$ cat config.mk
export PLATFORM = sky130hd
export DESIGN_NAME = block_sinc_rational_resampler
export DESIGN_NICKNAME = d
export VERILOG_FILES = /design/src/hdl/bsr_pkg.sv /design/src/hdl/bsr_front.sv /design/src/hdl/bsr_queue.sv /design/src/hdl/bsr_back.sv /design/src/hdl/block_sinc_rational_resampler.sv
export SDC_FILE = /design/constraint.sdc
export NUM_CORES = 2
export LEC_CHECK = 0
export BUFFER_PORTS_ARGS = -buffer_cell sky130_fd_sc_hd__buf_2
export CAP_MARGIN = 20
export CORE_ASPECT_RATIO = 1.5
export CORE_MARGIN = 2
export CORE_UTILIZATION = 38
export DETAILED_ROUTE_END_ITERATION = 12
export SLEW_MARGIN = 20
export SYNTH_ARGS = -nofsm -noshare
export SYNTH_HDL_FRONTEND = slang
export SYNTH_SLANG_ARGS = --single-unit
$ cat constraint.sdc
create_clock -name clk_i -period 9.3 [get_ports clk_i]
set_input_delay 0.465 -clock clk_i [delete_from_list [all_inputs] [get_ports clk_i]]
set_output_delay 0.465 -clock clk_i [all_outputs]
set_load 0.01 [all_outputs]
$ cat src/hdl/bsr_pkg.sv
// shared types, constants and the sinc coefficient rom for the block resampler
package bsr_pkg;

  localparam int unsigned BLOCK_LEN_DEF = 20;
  localparam int unsigned BLOCK_LEN_MAX = 21;
  localparam int unsigned UP_FACTOR     = 3;
  localparam int unsigned SAMPLE_W      = 16;
  localparam int unsigned COEF_W        = 17;
  localparam int unsigned COEF_IW       = 6;
  localparam int unsigned IDX_W         = $clog2(BLOCK_LEN_MAX);
  localparam int unsigned DOWN_W        = 3;
  localparam logic [DOWN_W-1:0] DOWN_RESET = 3'd2;
  localparam int unsigned QUEUE_DEPTH   = 2;

  typedef struct packed {
    logic signed [SAMPLE_W-1:0] left_sample;
    logic signed [SAMPLE_W-1:0] right_sample;
  } in_t;

  typedef struct packed {
    logic signed [SAMPLE_W-1:0] left_out;
    logic signed [SAMPLE_W-1:0] right_out;
    logic                       last;
  } out_t;

  // sample store write request from the front
  typedef struct packed {
    logic             we;
    logic             bank;
    logic [IDX_W-1:0] idx;
    in_t              data;
  } wr_req_t;

  // bank handed back to the front once all its taps are read
  typedef struct packed {
    logic valid;
    logic bank;
  } rel_t;

  // sinc(i/3) in q2.15, zero at nonzero multiples of three
  function automatic logic signed [COEF_W-1:0] bsr_coef(input logic [COEF_IW-1:0] idx);
    logic signed [COEF_W-1:0] c;
    unique case (idx)
      6'd0:    c = 17'sd32768;
      6'd1:    c = 17'sd27099;
      6'd2:    c = 17'sd13549;
      6'd4:    c = -17'sd6775;
      6'd5:    c = -17'sd5420;
      6'd7:    c = 17'sd3871;
      6'd8:    c = 17'sd3387;
      6'd10:   c = -17'sd2710;
      6'd11:   c = -17'sd2464;
      6'd13:   c = 17'sd2085;
      6'd14:   c = 17'sd1936;
      6'd16:   c = -17'sd1694;
      6'd17:   c = -17'sd1594;
      6'd19:   c = 17'sd1426;
      6'd20:   c = 17'sd1355;
      6'd22:   c = -17'sd1232;
      6'd23:   c = -17'sd1178;
      6'd25:   c = 17'sd1084;
      6'd26:   c = 17'sd1042;
      6'd28:   c = -17'sd968;
      6'd29:   c = -17'sd934;
      6'd31:   c = 17'sd874;
      6'd32:   c = 17'sd847;
      6'd34:   c = -17'sd797;
      6'd35:   c = -17'sd774;
      6'd37:   c = 17'sd732;
      6'd38:   c = 17'sd713;
      6'd40:   c = -17'sd677;
      6'd41:   c = -17'sd661;
      6'd43:   c = 17'sd630;
      6'd44:   c = 17'sd616;
      6'd46:   c = -17'sd589;
      6'd47:   c = -17'sd577;
      6'd49:   c = 17'sd553;
      6'd50:   c = 17'sd542;
      6'd52:   c = -17'sd521;
      6'd53:   c = -17'sd511;
      6'd55:   c = 17'sd493;
      6'd56:   c = 17'sd484;
      6'd58:   c = -17'sd467;
      6'd59:   c = -17'sd459;
      6'd61:   c = 17'sd444;
      6'd62:   c = 17'sd437;
      default: c = '0;
    endcase
    return c;
  endfunction

endpackage

$ cat src/hdl/bsr_front.sv
// front end: takes sample requests, fills the banks and posts full blocks
module bsr_front #(
  parameter int unsigned BLOCK_LEN = bsr_pkg::BLOCK_LEN_DEF
) (
  input  logic              clk_i,
  input  logic              rst_ni,
  input  logic              start_i,
  input  bsr_pkg::in_t      in_i,
  output logic              busy_o,
  output bsr_pkg::wr_req_t  wr_o,
  output logic              push_o,
  output logic              push_bank_o,
  input  bsr_pkg::rel_t     rel_i
);
  import bsr_pkg::*;

  localparam int unsigned JW = $clog2(BLOCK_LEN);

  logic [JW-1:0] fill_q, fill_d;
  logic          wr_bank_q, wr_bank_d;
  logic [1:0]    bank_busy_q, bank_busy_d;
  logic          accept;
  logic          blk_end;

  assign accept  = start_i && !bank_busy_q[wr_bank_q];
  assign blk_end = (fill_q == JW'(BLOCK_LEN - 1));
  assign busy_o  = bank_busy_q[wr_bank_q];

  always_comb begin
    fill_d      = fill_q;
    wr_bank_d   = wr_bank_q;
    bank_busy_d = bank_busy_q;
    if (rel_i.valid) begin
      bank_busy_d[rel_i.bank] = 1'b0;
    end
    if (accept) begin
      if (blk_end) begin
        fill_d                 = '0;
        wr_bank_d              = !wr_bank_q;
        bank_busy_d[wr_bank_q] = 1'b1;
      end else begin
        fill_d = fill_q + JW'(1);
      end
    end
  end

  always_comb begin
    wr_o.we     = accept;
    wr_o.bank   = wr_bank_q;
    wr_o.idx    = IDX_W'(fill_q);
    wr_o.data   = in_i;
    push_o      = accept && blk_end;
    push_bank_o = wr_bank_q;
  end

  always_ff @(posedge clk_i or negedge rst_ni) begin
    if (!rst_ni) begin
      fill_q      <= '0;
      wr_bank_q   <= 1'b0;
      bank_busy_q <= '0;
    end else begin
      fill_q      <= fill_d;
      wr_bank_q   <= wr_bank_d;
      bank_busy_q <= bank_busy_d;
    end
  end

endmodule

$ cat src/hdl/bsr_queue.sv
// short queue of full-block bank ids between front and back
module bsr_queue (
  input  logic clk_i,
  input  logic rst_ni,
  input  logic push_i,
  input  logic push_bank_i,
  input  logic pop_i,
  output logic empty_o,
  output logic bank_o
);
  import bsr_pkg::*;

  localparam int unsigned PW = $clog2(QUEUE_DEPTH);

  logic          entry_q [QUEUE_DEPTH];
  logic [PW-1:0] wp_q, rp_q;
  logic [PW:0]   cnt_q;
  logic          do_push, do_pop;

  assign empty_o = (cnt_q == '0);
  assign bank_o  = entry_q[rp_q];
  assign do_push = push_i && (cnt_q != (PW+1)'(QUEUE_DEPTH));
  assign do_pop  = pop_i && !empty_o;

  always_ff @(posedge clk_i) begin
    if (do_push) begin
      entry_q[wp_q] <= push_bank_i;
    end
  end

  always_ff @(posedge clk_i or negedge rst_ni) begin
    if (!rst_ni) begin
      wp_q  <= '0;
      rp_q  <= '0;
      cnt_q <= '0;
    end else begin
      if (do_push) begin
        wp_q <= (wp_q == PW'(QUEUE_DEPTH - 1)) ? '0 : wp_q + PW'(1);
      end
      if (do_pop) begin
        rp_q <= (rp_q == PW'(QUEUE_DEPTH - 1)) ? '0 : rp_q + PW'(1);
      end
      unique case ({do_push, do_pop})
        2'b10:   cnt_q <= cnt_q + (PW+1)'(1);
        2'b01:   cnt_q <= cnt_q - (PW+1)'(1);
        default: cnt_q <= cnt_q;
      endcase
    end
  end

endmodule

$ cat src/hdl/bsr_back.sv
// back end: sample store, tap sequencer and the two-channel mac pipeline
module bsr_back #(
  parameter int unsigned BLOCK_LEN = bsr_pkg::BLOCK_LEN_DEF
) (
  input  logic                         clk_i,
  input  logic                         rst_ni,
  input  bsr_pkg::wr_req_t             wr_i,
  input  logic [bsr_pkg::DOWN_W-1:0]   down_i,
  input  logic                         tok_valid_i,
  input  logic                         tok_bank_i,
  output logic                         pop_o,
  output bsr_pkg::rel_t                rel_o,
  output logic                         valid_o,
  output bsr_pkg::out_t                res_o
);
  import bsr_pkg::*;

  localparam int unsigned UP_LEN = BLOCK_LEN * UP_FACTOR - UP_FACTOR + 1;
  localparam int unsigned KW     = $clog2(UP_LEN + 8);
  localparam int unsigned JW     = $clog2(BLOCK_LEN);
  localparam int unsigned DEPTH  = 2 * BLOCK_LEN;
  localparam int unsigned AW     = $clog2(DEPTH);
  localparam int unsigned PROD_W = SAMPLE_W + COEF_W;
  localparam int unsigned ACC_W  = 40;
  localparam int unsigned SH_W   = ACC_W - 15;

  typedef enum logic [1:0] {
    ST_IDLE = 2'b01,
    ST_RUN  = 2'b10
  } state_e;

  typedef struct packed {
    logic v;
    logic first;
    logic last;
    logic blast;
  } tap_t;

  function automatic logic signed [SAMPLE_W-1:0] round_sat(input logic signed [ACC_W-1:0] a);
    logic signed [ACC_W-1:0] r;
    logic signed [SH_W-1:0]  sh;
    logic signed [SAMPLE_W-1:0] y;
    r  = a + $signed(ACC_W'(16384));
    sh = $signed(r[ACC_W-1:15]);
    if (sh > $signed(SH_W'(32767))) begin
      y = 16'sh7fff;
    end else if (sh < -$signed(SH_W'(32768))) begin
      y = -16'sh8000;
    end else begin
      y = sh[SAMPLE_W-1:0];
    end
    return y;
  endfunction

  in_t sample_mem [DEPTH];
  in_t rd_q;

  state_e        state_q, state_d;
  logic [KW-1:0] k_q, k_d;
  logic [JW-1:0] j_q, j_d;
  logic          bank_q, bank_d;

  logic [KW-1:0] d_eff, k_next, uj, ci_full;
  logic          tap_last, blk_last, issue;
  logic [AW-1:0] waddr, raddr;

  tap_t                        s1_q, s2_q;
  logic signed [COEF_W-1:0]    coef_q;
  logic signed [PROD_W-1:0]    prod_l_q, prod_r_q;
  logic signed [ACC_W-1:0]     acc_l_q, acc_r_q;
  logic                        fin_q, fin_last_q;
  logic                        valid_q;
  out_t                        res_q;

  assign d_eff    = (down_i == '0) ? KW'(1) : KW'(down_i);
  assign k_next   = k_q + d_eff;
  assign blk_last = (k_next >= KW'(UP_LEN));
  assign tap_last = (j_q == JW'(BLOCK_LEN - 1));
  assign issue    = (state_q == ST_RUN);
  assign uj       = KW'(j_q) * KW'(UP_FACTOR);
  assign ci_full  = (k_q >= uj) ? (k_q - uj) : (uj - k_q);

  assign waddr = wr_i.bank ? (AW'(BLOCK_LEN) + AW'(wr_i.idx)) : AW'(wr_i.idx);
  assign raddr = bank_q ? (AW'(BLOCK_LEN) + AW'(j_q)) : AW'(j_q);

  // tap sequencer: one coefficient per cycle while in ST_RUN, the tap walks of a block back to back
  always_comb begin
    state_d = state_q;
    k_d     = k_q;
    j_d     = j_q;
    bank_d  = bank_q;
    pop_o   = 1'b0;
    rel_o   = '0;
    unique case (state_q)
      ST_IDLE: begin
        if (tok_valid_i) begin
          pop_o   = 1'b1;
          bank_d  = tok_bank_i;
          k_d     = '0;
          j_d     = '0;
          state_d = ST_RUN;
        end
      end
      ST_RUN: begin
        if (tap_last) begin
          j_d = '0;
          k_d = k_next;
          if (blk_last) begin
            state_d    = ST_IDLE;
            rel_o.valid = 1'b1;
            rel_o.bank  = bank_q;
          end
        end else begin
          j_d = j_q + JW'(1);
        end
      end
      default: state_d = ST_IDLE;
    endcase
  end

  always_ff @(posedge clk_i) begin
    if (wr_i.we) begin
      sample_mem[waddr] <= wr_i.data;
    end
    rd_q <= sample_mem[raddr];
  end

  // payload pipeline
  always_ff @(posedge clk_i) begin
    coef_q   <= bsr_coef(COEF_IW'(ci_full));
    prod_l_q <= rd_q.left_sample * coef_q;
    prod_r_q <= rd_q.right_sample * coef_q;
    if (s2_q.v) begin
      acc_l_q <= (s2_q.first ? '0 : acc_l_q) + ACC_W'(prod_l_q);
      acc_r_q <= (s2_q.first ? '0 : acc_r_q) + ACC_W'(prod_r_q);
    end
    if (fin_q) begin
      res_q.left_out  <= round_sat(acc_l_q);
      res_q.right_out <= round_sat(acc_r_q);
      res_q.last      <= fin_last_q;
    end
  end

  always_ff @(posedge clk_i or negedge rst_ni) begin
    if (!rst_ni) begin
      state_q    <= ST_IDLE;
      k_q        <= '0;
      j_q        <= '0;
      bank_q     <= 1'b0;
      s1_q       <= '0;
      s2_q       <= '0;
      fin_q      <= 1'b0;
      fin_last_q <= 1'b0;
      valid_q    <= 1'b0;
    end else begin
      state_q    <= state_d;
      k_q        <= k_d;
      j_q        <= j_d;
      bank_q     <= bank_d;
      s1_q.v     <= issue;
      s1_q.first <= (j_q == '0);
      s1_q.last  <= tap_last;
      s1_q.blast <= blk_last;
      s2_q       <= s1_q;
      fin_q      <= s2_q.v && s2_q.last;
      fin_last_q <= s2_q.blast;
      valid_q    <= fin_q;
    end
  end

  assign valid_o = valid_q;
  assign res_o   = res_q;

endmodule

$ cat src/hdl/block_sinc_rational_resampler.sv
// top level of the stereo block sinc resampler
//
//  channel   signals                     direction  handshake
//  sample    start, busy, in_i           in         taken when start && !busy
//  result    valid_o, res_o              out        one-cycle strobe, no stall
//  config    cfg_we_i, cfg_wdata_i       in         down factor, written on cfg_we_i
//
// a full block yields one result per walk over its stored samples, all from a
// single shared mac pair
// two sample banks: busy rises only while both banks still hold unfinished blocks
// reset clears control state; the sample store is not cleared
module block_sinc_rational_resampler #(
  parameter int unsigned BLOCK_LEN = bsr_pkg::BLOCK_LEN_DEF
) (
  input  logic                        clk_i,
  input  logic                        rst_ni,
  input  logic                        start,
  output logic                        busy,
  input  bsr_pkg::in_t                in_i,
  input  logic                        cfg_we_i,
  input  logic [bsr_pkg::DOWN_W-1:0]  cfg_wdata_i,
  output logic                        valid_o,
  output bsr_pkg::out_t               res_o
);
  import bsr_pkg::*;

  logic [DOWN_W-1:0] down_q;
  wr_req_t           wr_req;
  rel_t              rel;
  logic              push, push_bank, pop, q_empty, q_bank;

  always_ff @(posedge clk_i or negedge rst_ni) begin
    if (!rst_ni) begin
      down_q <= DOWN_RESET;
    end else if (cfg_we_i) begin
      down_q <= cfg_wdata_i;
    end
  end

  bsr_front #(.BLOCK_LEN(BLOCK_LEN)) u_front (
    .clk_i       (clk_i),
    .rst_ni      (rst_ni),
    .start_i     (start),
    .in_i        (in_i),
    .busy_o      (busy),
    .wr_o        (wr_req),
    .push_o      (push),
    .push_bank_o (push_bank),
    .rel_i       (rel)
  );

  bsr_queue u_queue (
    .clk_i       (clk_i),
    .rst_ni      (rst_ni),
    .push_i      (push),
    .push_bank_i (push_bank),
    .pop_i       (pop),
    .empty_o     (q_empty),
    .bank_o      (q_bank)
  );

  bsr_back #(.BLOCK_LEN(BLOCK_LEN)) u_back (
    .clk_i       (clk_i),
    .rst_ni      (rst_ni),
    .wr_i        (wr_req),
    .down_i      (down_q),
    .tok_valid_i (!q_empty),
    .tok_bank_i  (q_bank),
    .pop_o       (pop),
    .rel_o       (rel),
    .valid_o     (valid_o),
    .res_o       (res_o)
  );

endmodule

After elaboration in Yosys (flattened, before gate mapping)
Memories as Yosys holds them, arrays and structs flattened. A register that Yosys moved wholly into a read port is not among the register bits. Cells that the tools add are included.

Add/sub/neg operators: 15. Multipliers: 3. $lt $le $gt $ge: 10. Eq/ne operators: 10. Muxes and demuxes: 40. Bitwise gates (word level): 4. Reductions and logical operators: 21.

Operator list (number): $add A40 B16 Y40 const B (2); $add A40 B40 Y40 (2); $mux W40 (2); $mul A16 B17 Y33 (2); $gt A25 B16 Y1 const B (2); $lt A25 B16 Y1 const B (2); $mux W16 (2); $mux W2 (9); $mux W6 (3); $mux W5 (3); $mux W7 (2); $pmux W7 S2 (1); $add A5 B5 Y6 const A (2); $mux W1 (12); $sub A6 B6 Y6 (2); $add A5 B1 Y5 const B (2); $eq A5 B5 Y1 const B (2); $pmux W5 S2 (1); $pmux W2 S2 (2); $add A7 B3 Y7 (1); $ge A7 B6 Y1 const B (1); $ge A7 B7 Y1 (1); $logic_and A1 B1 Y1 (7); $mul A5 B2 Y7 const B (1); other kinds (22) (37).

Register bits after elaboration: 219. RAM bits: 1282. Memory bits (read-only): 1088. Output and inout bits: 35. Logic and storage cells: 134. Memories kept: 3.

Memory list: u_back.sample_mem (words 40, bits a word 32, read ports 1, clocked after Yosys merged registers in 1, wr ports 1, line bsr_back.sv:55) `in_t sample_mem [DEPTH];`; (no name shown) (words 64, bits a word 17, read ports 1, clocked after Yosys merged registers in 1, wr ports 0, line bsr_pkg.sv:43) `unique case (idx)`; u_queue.entry_q (words 2, bits a word 1, read ports 1, clocked after Yosys merged registers in 1, wr ports 1, line bsr_queue.sv:15) `logic entry_q [QUEUE_DEPTH];`.

Longest topological paths before layout
Depth after elaboration: 17. Mapped depth: 25. Gate-level depth less buffers: 23.

Hierarchy
From an unflattened synthesis, not the netlist that was laid out.

Cell total of the unflattened synthesis: 5829. Area, all modules: 84606.1 µm².

Modules (own cells, without submodules): bsr_back (times used 1, cells each 5727, area each 83537.6 µm², seq. area each 44784.2 µm²); bsr_front (times used 1, cells each 74, area each 686.9 µm², seq. area each 200.2 µm²); bsr_queue (times used 1, cells each 21, area each 267.8 µm², seq. area each 160.2 µm²); block_sinc_rational_resampler (times used 1, cells each 7, area each 113.9 µm², seq. area each 76.3 µm²).

Least setup slack after synthesis
OpenSTA, ideal clock, no wires.

Path kind: register to register. Start: register, netlist name u_back.rd_q[7]. End: register u_back.prod_r_q[31]. Data arrival time: 6.182 ns. Required time: 9.173 ns. Path slack: 2.991 ns. Cell stages (with the launch flop): 24. Buffers on the path: 2. Cells stage by stage: dfxtp_1 -> clkbuf_1 -> clkbuf_1 -> nand2_1 -> fa_1 -> inv_1 -> fa_1 -> fa_1 -> fa_1 -> fa_1 -> inv_1 -> fa_1 -> inv_1 -> ha_1 -> a21o_1 -> a21oi_1 -> a2bb2oi_1 -> a41oi_1 -> a221o_1 -> a21oi_1 -> o21ai_1 -> a2111oi_0 -> nor3_1 -> xor2_1.

Word-level cells in the longest chain between the ends: 1.

Ends and longest elaborated chain: $mul A16 B17 Y33 (line bsr_back.sv:132) `prod_r_q <= rd_q.right_sample * coef_q;`; end signal: assignment (line bsr_back.sv:132); end: declaration (line bsr_back.sv:69) `logic signed [PROD_W-1:0] prod_l_q, prod_r_q;`.

Every way passes these cells. A chain may end at the register's enable or synchronous reset.

Worst setup path in the final report
Start: register u_back.coef_q[9]. End: register u_back.prod_r_q[31].

Word-level cells in the longest chain between the ends: 1.

Ends and longest elaborated chain: start: declaration (line bsr_back.sv:68) `logic signed [COEF_W-1:0] coef_q;`; $mul A16 B17 Y33 (line bsr_back.sv:132).

Every way passes these cells.

==> results.py <==
metrics = {
    "yosys": {
        "seq_area_frac_synth": 0.536,
        "ys.flop_type": "edfxtp_1",
        "yosysTopAreaCell": "edfxtp_1",
        "syn-num-nets": 6647,
        "synth-edff-count": 1395,
        "yosysTopAreaCellShare": 0.497,
        "yosys_warnings": 0,
        "synth.distinct_cells": 90,
        "yosysMostFrequentCell": "edfxtp_1",
        "syn_area_um2": 84300,
        "synth.avg_cell_area_um2": 14.6,
        "yosys-top-cells-count": "1395 x edfxtp_1, 665 x inv_1, 558 x fa_1",
        "syn_inst": 5766,
        "ys_ff_latch": 1551,
        "synth_area_leaders": "edfxtp_1 50%, fa_1 13%, mux4_2 10%",
        "async_flop_share": 0.0264,
    },
    "status": {
        "status": "completed",
    },
    "critical_path": {
        "reg2reg_slack_ps": 2150,
        "crit_slowest_cell": "dfxtp_1",
        "critPathKind": "reg -> reg",
        "r2r_end": "u_back.prod_r_q[31]",
        "setup.worst_path.end": "u_back.prod_r_q[31]",
        "cp-start-kind": "flip-flop",
        "crit_buf_inv": 4,
        "timing.rr.start": "u_back.coef_q[9]",
        "max_stage_delay_ps": 890,
        "worstRegToRegCells": 22,
        "crit_family": "adder cells",
        "cpMostUsedCell": "fa_1",
        "path_depth": 22,
        "cp.required_ps": 9970,
        "worst_ep_arrival_time_ps": 7820,
        "crit_start": "u_back.coef_q[9]",
        "cp-end-kind": "flip-flop",
        "crit_chain": "buf_4, nand2_1, fa_1, inv_1, fa_1, fa_1, fa_1, fa_1, inv_1, fa_1, inv_1, ha_1, nand4_1, nor2_1, a21oi_1, a41oi_1, a221o_1, a21oi_1, o21ai_1, a2111oi_0, nor3_1, xor2_1",
        "path_max_fanout": 18,
    },
    "routing": {
        "drtAntennaViolNets": 0,
        "drcViolationCount": 0,
        "vias": 47344,
        "dr.pass1.iters": 8,
        "drt_iter0_drc": 3584,
        "wirelength_um": 204000,
        "vias_per_cell": 5.34,
        "routedWlPerCell_um": 23.0,
    },
    "sta": {
        "fin_worst_skew_ps": 72.9,
        "layout_setup_ws_ps": 2150,
        "rsz0062_at_grt": "no",
        "relSlewSlack": 0.292,
        "post-route-period-util": 0.769,
        "finalSetupViolations": 0,
        "fmaxAchievable_mhz": 140,
        "tightest_slew_ps": 1060,
        "finalMaxSlewViolations": 0,
        "finalHoldViolCount": 0,
        "finalCriticalPeriod_ps": 7150,
        "fin_tns_setup_ps": 0,
    },
    "floorplanning": {
        "io-pin-count": 74,
        "die_x_um": 389,
        "initial_core_util": 0.382,
        "die_y_um": 581,
        "die-area_um2": 226000,
        "core_um2": 220000,
        "num_rows": 211,
    },
    "cts": {
        "clkTransAtPathRegs_ps": 70,
        "h-tree-depth": 4,
        "cts_sinks": 1551,
        "cts_tree": "built",
        "cts_buffers": 160,
        "clk_path_buf_depth": 4,
        "clk_latency_ps": 830,
        "cts_resized": 0,
        "root_buffer": "clkbuf_16",
    },
    "place": {
        "gp_congestion": 0.875,
        "dpl_cell_area_um2": 88500,
        "pre_cts_ws_ps": 2150,
        "port_buffers": 73,
        "hpwl_um": 132000,
    },
    "run": {
        "maxCapViolCount": 0,
    },
    "final_layout": {
        "drive_gt1_frac": 0.146,
        "layout.nets": 6745,
        "fill_cells": 19805,
        "final_cell_area_um2": 93700,
        "post-route-util": 0.425,
        "area_growth_pct": 11.1,
    },
    "global_routing": {
        "grt_usage": 0.182,
        "grt_pass1_vias": 51046,
        "grt_first_pass_wirelength_um": 313000,
        "grt_max_degree": 120,
        "grt_overflow_total": 0,
        "antenna_found_initial": 11,
    },
    "min_path": {
        "hp-class": "in -> reg",
    },
}
how the worst min path moves through the flow:
stage                        start                end  slack [ps]  cells past startpoint
finish                       start  u_front.fill_q[1]         120                      4
floorplan                   rst_ni          down_q[0]         170                      0
global placement    u_back.s1_q[3]     u_back.s2_q[3]         350                      0
detailed placement  u_back.s1_q[3]     u_back.s2_q[3]         330                      0
CTS                          start  u_front.fill_q[1]          70                      4
global route                 start  u_front.fill_q[0]         140                      4
kinds of logic (layout without fill, tap and decap cells):
| family | after synthesis | count (layout) | synth area share |
|---|---|---|---|
| adder cells (fa/ha/maj) | 842 | 842 | 0.175 |
| flip-flops | 1551 | 1551 | 0.536 |
| XOR/XNOR | 205 | 205 | 0.0217 |
| other | 0 | 5 | 0 |
| AO/OA/AOI/OAI | 615 | 615 | 0.0479 |
| multiplexers | 407 | 407 | 0.106 |
| AND/OR/NAND/NOR | 1241 | 1241 | 0.0726 |
| buffers and inverters | 905 | 1119 | 0.0406 |
stage by stage:
| stage | hold slack, ps | instances |
|---|---|---|
| after CTS | 65.4 | 8855 |
| after global placement | 346 | 8570 |
| after detailed placement | 335 | 8570 |
| final | 119 | 8860 |
| after floorplan | 169 | 5766 |
| after global routing | 136 | 8857 |
worst reg2reg max path, stage by stage (launching register included):
cell	delay (ps)
dfxtp_1	890
buf_4	370
nand2_1	110
fa_1	570
inv_1	50
fa_1	570
fa_1	430
fa_1	490
fa_1	490
inv_1	50
fa_1	480
inv_1	40
ha_1	340
nand4_1	180
nor2_1	80
a21oi_1	200
a41oi_1	210
a221o_1	400
a21oi_1	210
o21ai_1	120
a2111oi_0	450
nor3_1	120
xor2_1	160
state kept, by name, summed over array words and instances, names as in the netlist, 17 cells and up:
register           cells
u_back.coef_q         17
u_back.res_o          33
u_back.sample_mem   1280
u_back.acc_r_q        40
u_back.rd_q           32
u_back.prod_r_q       33
u_back.prod_l_q       33
u_back.acc_l_q        40
placed cells by master (no fill, tap or decap), types with 10 or more instances in the layout:
cell / Yosys / layout
edfxtp_1: 1395 / 1395
inv_1: 665 / 665
fa_1: 558 / 558
nand2_1: 446 / 445
mux4_2: 385 / 385
ha_1: 284 / 284
and2_1: 271 / 271
clkbuf_16: 0 / 162
a21oi_1: 155 / 155
nor2_1: 182 / 142
xnor2_1: 130 / 125
nor2b_1: 121 / 121
dfxtp_1: 115 / 115
o21ai_0: 103 / 103
buf_4: 0 / 90
nand3_1: 73 / 73
buf_2: 22 / 73
xor2_1: 71 / 71
a21o_1: 65 / 65
a211oi_1: 54 / 54
a31oi_1: 50 / 49
nor2_4: 0 / 40
nand2b_1: 38 / 38
dfrtp_1: 39 / 34
clkbuf_1: 181 / 32
o21a_1: 31 / 31
clkinv_2: 0 / 26
nor3_1: 23 / 23
and3_1: 23 / 23
nand4_1: 19 / 19
bufinv_16: 0 / 19
o211ai_1: 18 / 18
clkinv_1: 2 / 18
o21bai_1: 17 / 17
o21ai_1: 15 / 15
mux2i_1: 12 / 11
o31ai_1: 10 / 10
metal layers:
layer,track usage,share of wire
met4,0.0638,0.036
met2,0.337,0.54
met1,0.217,0.38
met3,0.0200,0.041
met5,0,0.00012
what timing repair did:
| item | CTS | global route |
|---|---|---|
| hold buffers | 7 | 0 |
| endpoints found under the hold margin | 42 | 0 |
| buffers inserted | 0 | 0 |
area by class of cell:
type,count,area (µm²),share of cell area
Clock buffer,198,4230,0.0451
Inverter,668,2510,0.0268
Tap cell,2875,3600,0.0384
Timing Repair Buffer,173,1170,0.0125
Antenna cell,5,12.5,0.000134
Multi-Input combinational cell,3310,36000,0.384
Clock inverter,80,922,0.00984
Sequential cell,1551,45200,0.483
Power is left out: the tool's default activity adds up to more than one toggle a clock period on the data nets, which glitch-free logic cannot reach.
